$ cat config.mk
export PLATFORM = sky130hd
export DESIGN_NAME = xmodem_crc_block_receiver
export DESIGN_NICKNAME = d
export VERILOG_FILES = /design/src/hw/rtl/xcrc_pkg.sv /design/src/hw/rtl/xcrc_in_reg.sv /design/src/hw/rtl/xcrc_engine.sv /design/src/hw/rtl/xcrc_out_reg.sv /design/src/hw/rtl/xmodem_crc_block_receiver.sv
export SDC_FILE = /design/constraint.sdc
export NUM_CORES = 1
export LEC_CHECK = 0
export ABC_AREA = 1
export BUFFER_PORTS_ARGS = -buffer_cell sky130_fd_sc_hd__buf_2
export CORE_ASPECT_RATIO = 1.1
export CORE_UTILIZATION = 45
export DETAILED_ROUTE_END_ITERATION = 7
export GPL_TIMING_DRIVEN = 0
export MAX_ROUTING_LAYER = met4
export PLACE_DENSITY = 0.64
export SYNTH_ARGS = -nofsm -noshare
export SYNTH_HDL_FRONTEND = slang
export SYNTH_HIERARCHICAL = 1
export SYNTH_SLANG_ARGS = --single-unit
$ cat constraint.sdc
create_clock -name i_clk -period 5.1 [get_ports i_clk]
set_input_delay 0.255 -clock i_clk [delete_from_list [all_inputs] [get_ports i_clk]]
set_output_delay 0.255 -clock i_clk [all_outputs]
set_load 0.005 [all_outputs]
$ cat src/hw/rtl/xcrc_pkg.sv
// Shared types, byte codes and the CRC-16 byte update for the XMODEM-CRC receiver.
package xcrc_pkg;

    localparam int unsigned IDX_W = 7;

    localparam logic [7:0]  BYTE_SOH = 8'h01;
    localparam logic [7:0]  BYTE_EOT = 8'h04;
    localparam logic [7:0]  BYTE_ACK = 8'h06;
    localparam logic [7:0]  BYTE_NAK = 8'h15;
    localparam logic [15:0] CRC_POLY = 16'h1021;

    typedef enum logic [2:0] {
        EV_DATA  = 3'd0,
        EV_ACK   = 3'd1,
        EV_NAK   = 3'd2,
        EV_END   = 3'd3,
        EV_ABORT = 3'd4
    } t_event;

    typedef struct packed {
        t_event             kind;
        logic [7:0]         data;
        logic [IDX_W-1:0]   index;
        logic [7:0]         block;
    } t_result;

    // CRC-16/XMODEM, MSB first, one byte per call
    function automatic logic [15:0] crc_feed(input logic [15:0] crc, input logic [7:0] b);
        logic [15:0] c;
        c = crc ^ {b, 8'h00};
        for (int k = 0; k < 8; k++) begin
            if (c[15]) begin
                c = {c[14:0], 1'b0} ^ CRC_POLY;
            end else begin
                c = {c[14:0], 1'b0};
            end
        end
        return c;
    endfunction

endpackage

$ cat src/hw/rtl/xcrc_in_reg.sv
// Input register stage: holds one received byte until the engine takes it.
module xcrc_in_reg (
    input  logic       i_clk,
    input  logic       i_rst_n,
    input  logic       i_valid,
    output logic       o_ready,
    input  logic [7:0] i_byte,
    output logic       o_valid,
    output logic [7:0] o_byte,
    input  logic       i_take
);
    logic       r_valid;
    logic [7:0] r_byte;

    assign o_ready = !r_valid || i_take;
    assign o_valid = r_valid;
    assign o_byte  = r_byte;

    always_ff @(posedge i_clk) begin
        if (!i_rst_n) begin
            r_valid <= 1'b0;
        end else if (o_ready) begin
            r_valid <= i_valid;
        end
        if (o_ready && i_valid) begin
            r_byte <= i_byte;
        end
    end
endmodule

$ cat src/hw/rtl/xcrc_engine.sv
// Frame parser state, running CRC and result formation, one byte per cycle while i_fire is high.
module xcrc_engine #(
    parameter int unsigned BLOCK_BYTES = 128
) (
    input  logic              i_clk,
    input  logic              i_rst_n,
    input  logic              i_fire,
    input  logic [7:0]        i_byte,
    output logic              o_res_valid,
    output xcrc_pkg::t_result o_res
);
    import xcrc_pkg::*;

    localparam logic [IDX_W-1:0] LAST_IDX = IDX_W'(BLOCK_BYTES - 1);

    typedef enum logic [2:0] {
        PH_START   = 3'd0,
        PH_NUMBER  = 3'd1,
        PH_COMPL   = 3'd2,
        PH_PAYLOAD = 3'd3,
        PH_CRC_HI  = 3'd4,
        PH_CRC_LO  = 3'd5
    } t_phase;

    t_phase           r_phase, n_phase;
    logic [IDX_W-1:0] r_count, n_count;
    logic [15:0]      r_crc, n_crc;
    logic [7:0]       r_crc_hi, n_crc_hi;
    logic [7:0]       r_block, n_block;
    logic             res_valid;
    t_result          res;

    always_comb begin
        n_phase   = r_phase;
        n_count   = r_count;
        n_crc     = r_crc;
        n_crc_hi  = r_crc_hi;
        n_block   = r_block;
        res_valid = 1'b0;
        res.kind  = EV_ABORT;
        res.data  = 8'h00;
        res.index = '0;
        res.block = r_block;
        unique case (r_phase)
            PH_NUMBER: begin
                n_block = i_byte;
                n_phase = PH_COMPL;
            end
            PH_COMPL: n_phase = PH_PAYLOAD;
            PH_PAYLOAD: begin
                n_crc     = crc_feed(r_crc, i_byte);
                res_valid = 1'b1;
                res.kind  = EV_DATA;
                res.data  = i_byte;
                res.index = r_count;
                if (r_count >= LAST_IDX) begin
                    n_count = '0;
                    n_phase = PH_CRC_HI;
                end else begin
                    n_count = r_count + 1'b1;
                end
            end
            PH_CRC_HI: begin
                n_crc_hi = i_byte;
                n_phase  = PH_CRC_LO;
            end
            PH_CRC_LO: begin
                n_phase   = PH_START;
                res_valid = 1'b1;
                if ({r_crc_hi, i_byte} == r_crc) begin
                    res.kind = EV_ACK;
                    res.data = BYTE_ACK;
                end else begin
                    res.kind = EV_NAK;
                    res.data = BYTE_NAK;
                end
            end
            default: begin
                // frame start; unknown phase codes land here as well
                n_phase = PH_START;
                if (i_byte == BYTE_SOH) begin
                    n_count = '0;
                    n_crc   = '0;
                    n_phase = PH_NUMBER;
                end else if (i_byte == BYTE_EOT) begin
                    res_valid = 1'b1;
                    res.kind  = EV_END;
                    res.data  = BYTE_ACK;
                end else begin
                    res_valid = 1'b1;
                end
            end
        endcase
    end

    assign o_res_valid = i_fire && res_valid;
    assign o_res       = res;

    always_ff @(posedge i_clk) begin
        if (!i_rst_n) begin
            r_phase  <= PH_START;
            r_count  <= '0;
            r_crc    <= '0;
            r_crc_hi <= '0;
            r_block  <= '0;
        end else if (i_fire) begin
            r_phase  <= n_phase;
            r_count  <= n_count;
            r_crc    <= n_crc;
            r_crc_hi <= n_crc_hi;
            r_block  <= n_block;
        end
    end

    a_count_range: assert property (@(posedge i_clk) disable iff (!i_rst_n)
        r_count <= LAST_IDX)
        else $error("payload count beyond block end");

    a_count_outside_payload: assert property (@(posedge i_clk) disable iff (!i_rst_n)
        (r_phase == PH_CRC_HI || r_phase == PH_CRC_LO) |-> r_count == '0)
        else $error("payload count not cleared after block");

    a_last_byte_to_crc: assert property (@(posedge i_clk) disable iff (!i_rst_n)
        (i_fire && r_phase == PH_PAYLOAD && r_count == LAST_IDX) |=> r_phase == PH_CRC_HI)
        else $error("last payload byte did not move to CRC");

    a_header_silent: assert property (@(posedge i_clk) disable iff (!i_rst_n)
        (r_phase == PH_NUMBER || r_phase == PH_COMPL || r_phase == PH_CRC_HI) |-> !o_res_valid)
        else $error("result produced for a header or CRC high byte");
endmodule

$ cat src/hw/rtl/xcrc_out_reg.sv
// Result register: holds one result item until the downstream side takes it.
module xcrc_out_reg (
    input  logic              i_clk,
    input  logic              i_rst_n,
    input  logic              i_load,
    input  xcrc_pkg::t_result i_res,
    output logic              o_ready,
    output logic              o_valid,
    input  logic              i_tready,
    output xcrc_pkg::t_result o_res
);
    import xcrc_pkg::*;

    logic    r_valid;
    t_result r_res;

    assign o_ready = !r_valid || i_tready;
    assign o_valid = r_valid;
    assign o_res   = r_res;

    always_ff @(posedge i_clk) begin
        if (!i_rst_n) begin
            r_valid <= 1'b0;
        end else if (o_ready) begin
            r_valid <= i_load;
        end
        if (o_ready && i_load) begin
            r_res <= i_res;
        end
    end
endmodule

$ cat src/hw/rtl/xmodem_crc_block_receiver.sv
// XMODEM-CRC block receiver top level.
// Takes one received byte per item and produces at most one result item per byte:
// payload bytes as they arrive, then ACK or NAK for each block after its CRC-16
// (poly 0x1021, init 0, big-endian on the wire), ACK for EOT, abort for any other
// byte at frame start. The block number is kept for the result items; neither it
// nor its complement is checked.
// A byte passes through an input register, then the combinational parser and CRC
// update, then the result register; one byte is taken every cycle while the result
// side keeps up, and the result register is the only place that stalls the input.
module xmodem_crc_block_receiver #(
    parameter int unsigned BLOCK_BYTES = 128
) (
    input  logic        i_clk,
    input  logic        i_rst_n,
    input  logic        s_axis_tvalid,
    output logic        s_axis_tready,
    input  logic [7:0]  s_axis_tdata,   // rx_byte[7:0]
    output logic        m_axis_tvalid,
    input  logic        m_axis_tready,
    output logic [23:0] m_axis_tdata,   // data_byte[7:0], byte_index[14:8], block_number[22:15], 0
    output logic [2:0]  m_axis_tuser    // event_kind[2:0]
);
    import xcrc_pkg::*;

    logic       in_valid;
    logic [7:0] in_byte;
    logic       take;
    logic       out_ready;
    logic       res_valid;
    t_result    res;
    t_result    out_res;

    assign take = in_valid && out_ready;

    xcrc_in_reg u_in (
        .i_clk   (i_clk),
        .i_rst_n (i_rst_n),
        .i_valid (s_axis_tvalid),
        .o_ready (s_axis_tready),
        .i_byte  (s_axis_tdata),
        .o_valid (in_valid),
        .o_byte  (in_byte),
        .i_take  (take)
    );

    xcrc_engine #(
        .BLOCK_BYTES (BLOCK_BYTES)
    ) u_engine (
        .i_clk       (i_clk),
        .i_rst_n     (i_rst_n),
        .i_fire      (take),
        .i_byte      (in_byte),
        .o_res_valid (res_valid),
        .o_res       (res)
    );

    xcrc_out_reg u_out (
        .i_clk    (i_clk),
        .i_rst_n  (i_rst_n),
        .i_load   (res_valid),
        .i_res    (res),
        .o_ready  (out_ready),
        .o_valid  (m_axis_tvalid),
        .i_tready (m_axis_tready),
        .o_res    (out_res)
    );

    assign m_axis_tuser = out_res.kind;
    assign m_axis_tdata = {1'b0, out_res.block, out_res.index, out_res.data};
endmodule
# [Yosys cells after proc, flatten, opt, wreduce, memory -nomap -nowiden]
# Index checks and enable logic that the tools add are counted.
[word_totals] mem_bits_rw=0 reg_bits=78 mem_count=0 mem_bits_ro=0 latchBits=0
[op_classes] div=0 mul=0 shift=0 n_reduce_logical=16 eq_ne=9 magnitude_cmp=1 add_sub_neg=1 n_bitwise=10 mux=29
[ops] cell="$mux W16" n=8
[ops] cell="$mux W13" n=8
[ops] cell="$pmux W11 S3" n=1
[ops] cell="$pmux W16 S2" n=1
[ops] cell="$not A3 Y3" n=8
[ops] cell="$mux W11" n=2
[ops] cell="$eq A16 B16 Y1" n=1
[ops] cell="$xor A16 B16 Y16" n=1
[ops] cell="$pmux W3 S5" n=1
[ops] cell="$mux W7" n=2
[ops] cell="$pmux W7 S2" n=1
[ops] cell="$mux W10" n=1
[ops] cell="$eq A8 B1 Y1 const B" n=1
[ops] cell="$eq A8 B3 Y1 const B" n=1
[ops] cell="$add A7 B1 Y7 const B" n=1
[ops] cell="$ge A7 B7 Y1 const B" n=1
[ops] cell="$eq A3 B2 Y1 const B" n=2
[ops] cell="$eq A3 B3 Y1 const B" n=2
[ops] cell="$reduce_and A2 Y1" n=3
[ops] cell="$logic_and A1 B1 Y1" n=4
[ops] cell="$reduce_or A4 Y1" n=1
[ops] cell="$eq A3 B1 Y1 const B" n=1
[ops] cell="$mux W3" n=1
[ops] cell="$reduce_and A3 Y1" n=1
[ops] cell="other kinds (9)" n=12

# [Longest topological paths before layout]
[logic_depth] word_depth=25 ltp_mapped=11

# [Cells and area by module]
# The synthesis kept the hierarchy.
[modules_own_cells] module="xcrc_engine" area_per_inst_um2=2577.5 instances=1 cells_per_inst=427 seq_area_each_um2=840.8
[modules_own_cells] module="xcrc_out_reg" area_per_inst_um2=832.0 instances=1 cells_per_inst=33 seq_area_each_um2=800.8
[modules_own_cells] module="xcrc_in_reg" area_per_inst_um2=291.5 instances=1 cells_per_inst=15 seq_area_each_um2=260.2
[modules_own_cells] module="xmodem_crc_block_receiver" area_per_inst_um2=18.8 instances=1 cells_per_inst=4 seq_area_each_um2=0.0

# [Least setup slack after synthesis]
# Ideal clock, no wire load.
[synth_path] kind="reg-to-reg" from="register u_engine.r_phase[2]" to="register u_out.r_res, in the netlist u_out/o_res[0] (enable)" n_path_buf=0 synth_period_minus_slack_ns=2.781 arrival_time_ns=2.363 path_stages_with_launch=9 setup_ns=0.418 setup_slack_ns=2.319 cell_sequence="dfxtp_1 inv_1 nand3_1 inv_1 nor2_1 nand2_1 nor2_1 inv_1 a21oi_1"
[synth_via] elab_chain_len=5 elab_cells_between_ends=10 cone_classes="eq/ne: 5; mux: 1; reduce/logical: 4"
[synth_rtl] element="from (decl)" line="xcrc_engine.sv:25" rtl="t_phase r_phase, n_phase;"
[synth_rtl] element="from (signal assigned)" line="xcrc_engine.sv:107" rtl="r_phase <= n_phase;"
[synth_rtl] element="$eq A3 B1 Y1 (tied with other cells)" line="xcrc_engine.sv:44" rtl="unique case (r_phase)"
[synth_rtl] element="$reduce_or A3 Y1 (no source line) or $reduce_or A2 Y1 (tied branches)"
[synth_rtl] element="$pmux W1 S2 (*)" line="xcrc_engine.sv:44"
[synth_rtl] element="$logic_and A1 B1 Y1 (*)" line="xcrc_engine.sv:96" rtl="assign o_res_valid = i_fire && res_valid;"
[synth_rtl] element="net res_valid" line="xmodem_crc_block_receiver.sv:29" rtl="logic res_valid;"
[synth_rtl] element="$logic_and A1 B1 Y1 (*)" line="xcrc_out_reg.sv:27" rtl="if (o_ready && i_load) begin"
[synth_rtl] element="to (signal assigned)" line="xcrc_out_reg.sv:28" rtl="r_res <= i_res;"
[synth_rtl] element="to (decl)" line="xcrc_out_reg.sv:15" rtl="t_result r_res;"
# Mark *: on every way through the listed nets, which the timed path passes. The rest lies on a longest branch.
# A chain may end at the register's enable or synchronous reset.

# [Final worst setup path]
# Same ends and word-level chain as after synthesis.

==> key figures <==
Final layout
  • Fin area: ~0.0043 mm²
  • Area of the multi-input gates: 0.00151 mm²
  • Fill count: between 700 and 800
  • Nets: 543
  • ANT cells: 0
  • FF/Latch Area: ~0.0019 mm²
  • Area grow syn2layout: 14.3%
  • Fin util: a little over half
  • Layout cell share with drive strength beyond 1: between 10% and 20%
  • Non-Filler Instances: between 600 and 700

Clock network
  • Hold_buf cts: 0
  • Post-CTS Resized: 0
  • Worst-Skew Late Latency: ~360 ps
  • Clk sinks: between 70 and 80
  • H-tree Lvls: 3
  • TritonCTS Buffers: 9
  • Root buffer cell: clkbuf_8
  • Post-CTS Repair Setup Buffers: 0
  • CTS tree: built
  • Worst-path clk slew: 80 ps
  • Max clock buf depth: 2

Floorplanning
  • Die height: between 90 and 100 µm
  • Core Region: approximately 0.008 mm²
  • Row cnt: 34
  • Starting Density: 46.8%
  • Die area: about 0.0086 mm²
  • Top Ports: 41
  • Die width: 88.7 µm

Job
  • MaxCap Viol Count: 0

Timing
  • Endpoints failing hold: 0
  • Unrepaired setup endpoints after global routing: no
  • Max Freq: about 470 MHz
  • Rel. slew slack: 40.7%
  • Setup TNS Final: 0 ps
  • Slew of the pin with the lowest slew margin: just under 900 ps
  • Clk_skew: between 10 and 15 ps
  • Post-route minimum period: between 2000 and 2500 ps
  • Period utilization: between 40% and 50%
  • Max Slew Vio Count: 0
  • Final setup fails: 0

Worst setup path
  • CP arrival: 2190 ps
  • Cell mode on critical path: inv_1
  • Crit path kind: flop to flop
  • Critical Path Start Type: flop
  • CP Capture Type: flop
  • Cell Chain, Critical Path: inv_1 -> nand3_1 -> inv_1 -> nor2_1 -> nand2_1 -> nor2_1 -> inv_1 -> a21oi_2 -> buf_8
  • CP Max Fanout: 19
  • Slowest cell on crit path: dfxtp_1
  • Max incr delay on CP: ~440 ps
  • Critical Path RT: a little over 5000 ps

Logic synthesis
  • Synth Instances: between 400 and 500
  • Unique masters post-synth: 29
  • Synthesized flop and latch total: 78
  • Sequential cell area fraction in the yosys report: approximately 51%
  • Mapped Nets: roughly 500
  • Synthesized area: around 0.0037 mm²
  • Post-synth EDFFs: 34
  • Primary FF master, synth: dfxtp_1
  • Ys async rst share: 0%
  • Yosys Warn Count: 6
  • Syn avg cell area: 7.77 µm²

Placed design
  • Post-DP HPWL: 6020 µm
  • Area after DPL: between 0.004 and 0.005 mm²
  • RD Place Congestion: between 0.8 and 0.9
  • IO Port Bufs: 39
  • Placed Cells: ~630

Pwr
  • Total power: approximately 1.2 mW
  • Pwr Density: between 200 and 300 mW/mm²
  • Maximum VDD drop: around 0.11 mV
  • Pleak: roughly 1.8 nW

Routing
  • Via count: around 3200
  • Antenna-violating nets left: 0
  • DRT Wirelength: between 8000 and 9000 µm
  • DRC viols: 0
  • DR pass1 iterations: 4
  • Routed WL per cell: between 10 and 15 µm
  • Vias/cell: ~5
  • DR iter-0 viols: roughly 170

Outcome
  • Status: finished clean

GRT
  • Global-route wire length before repair: ~13000 µm
  • Grt ovf: 0
  • Overall routing resource usage: around a fifth
  • Largest net degree at the start of global routing: 20
  • Vias in the first global route: ~2800
  • Initial antenna violation count: 0

Hold path
  • Hold Path Class: primary input to flop
[state kept, by name, summed over array words and instances, names as in the netlist, 3 cells and up]
name and flops:
u_engine/r_block 8, u_engine/r_count 7, u_engine/r_crc 16, u_engine/r_crc_hi 8, u_engine/r_phase 3, u_in/o_byte 8
u_out/o_res 26
[worst paths after layout]
| path | startpoint | end | slack [ps] | depth (start not counted) |
|---|---|---|---|---|
| min reg2reg | u_engine/r_block[0] | u_out/o_res[0] | 430 | 0 |
| min | s_axis_tdata[7] | u_in/o_byte[7] | 70 | 1 |
| max reg2reg | u_engine/r_phase[2] | u_out/o_res[0] | 2960 | 9 |
| max | u_engine/r_phase[2] | u_out/o_res[0] | 2960 | 9 |
[stage by stage]
| step | hold slack [ps] | setup slack, ps |
|---|---|---|
| after global placement | 411 | 1780 |
| after global routing | 59.3 | 2730 |
| final | 71.4 | 2960 |
| after floorplan | 354 | 2320 |
| after CTS | 59.9 | 2940 |
| after detailed placement | 412 | 2960 |
[routing by layer]
| layer | vias up | global-route usage [%] | wire [µm] |
|---|---|---|---|
| li1 | 1633 | - | - |
| met1 | 1435 | 28.2 | 3740 |
| met2 | 89 | 32.5 | 3810 |
| met3 | 12 | 2.80 | 403 |
| met4 | 0 | 8.44 | 140 |
| met5 | - | - | 0 |
[synth_stat cells (3+ instances only)]
library cell	n	share of area (%)
nand3_1	37	5.0
inv_2	8	0.81
nand4_1	6	1.0
o21ai_0	19	2.6
edfxtp_1	34	27
nand2_2	3	0.50
clkbuf_1	3	0.30
o21ai_1	4	0.54
nor2_1	44	4.4
dfxtp_1	44	24
nand2_4	4	1.2
xor2_1	5	1.2
buf_4	3	0.61
nor2_4	3	0.91
a21oi_1	39	5.2
nand2_1	151	15
inv_1	56	5.7
[cell type report]
class                   count  share of cell area (%)
plain buffers              10                    1.53
clock buffers               9                    2.91
clock inverters             7                    1.35
inverters                  65                    5.74
multi-input cells         326                    35.6
flip-flops and latches     78                    44.7
well taps                 108                    3.18
repair buffers             40                    4.95
[layout by cell type, fill, tap and decap left out, types with 3 or more instances in the layout]
| cell | instances |
|---|---|
| nand2_1 | 151 |
| inv_1 | 56 |
| nor2_1 | 44 |
| dfxtp_1 | 44 |
| buf_2 | 40 |
| a21oi_1 | 38 |
| nand3_1 | 37 |
| edfxtp_1 | 34 |
| o21ai_0 | 19 |
| clkbuf_8 | 9 |
| inv_2 | 8 |
| nand4_1 | 6 |
| xor2_1 | 5 |
| nand2_4 | 4 |
| o21ai_1 | 4 |
| buf_4 | 3 |
| inv_6 | 3 |
| clkinvlp_4 | 3 |
| nor2_4 | 3 |
| clkbuf_1 | 3 |
| nand2_2 | 3 |
| a21oi_2 | 3 |
[worst max-delay path, delay by kind of cell (launching register included)]
family / cells / cell delay [ps]
AOI/OAI and AO/OA: 1 / 390
buffers and inverters: 4 / 490
DFF: 1 / 440
and+or+nand+nor: 4 / 510
[kinds of logic after synthesis]
kind of cell    Yosys count  synth area share (%)
xor+xnor                  6                  1.41
buf+inv                  75                  8.31
other cells               1                 0.101
flops                    78                  51.1
compound gates           64                  8.81
simple gates            254                  29.9
fa+ha+maj                 1                 0.336
[power by group]
group	internal (mW)	switching [mW]	leakage (nW)	total [mW]
logic	0.0341	0.0690	1.07	0.103
registers	0.673	0.0115	0.694	0.685
clock network	0.182	0.244	0.0829	0.426
total	0.890	0.324	1.85	1.21
Power figures use the tool's default switching activity.
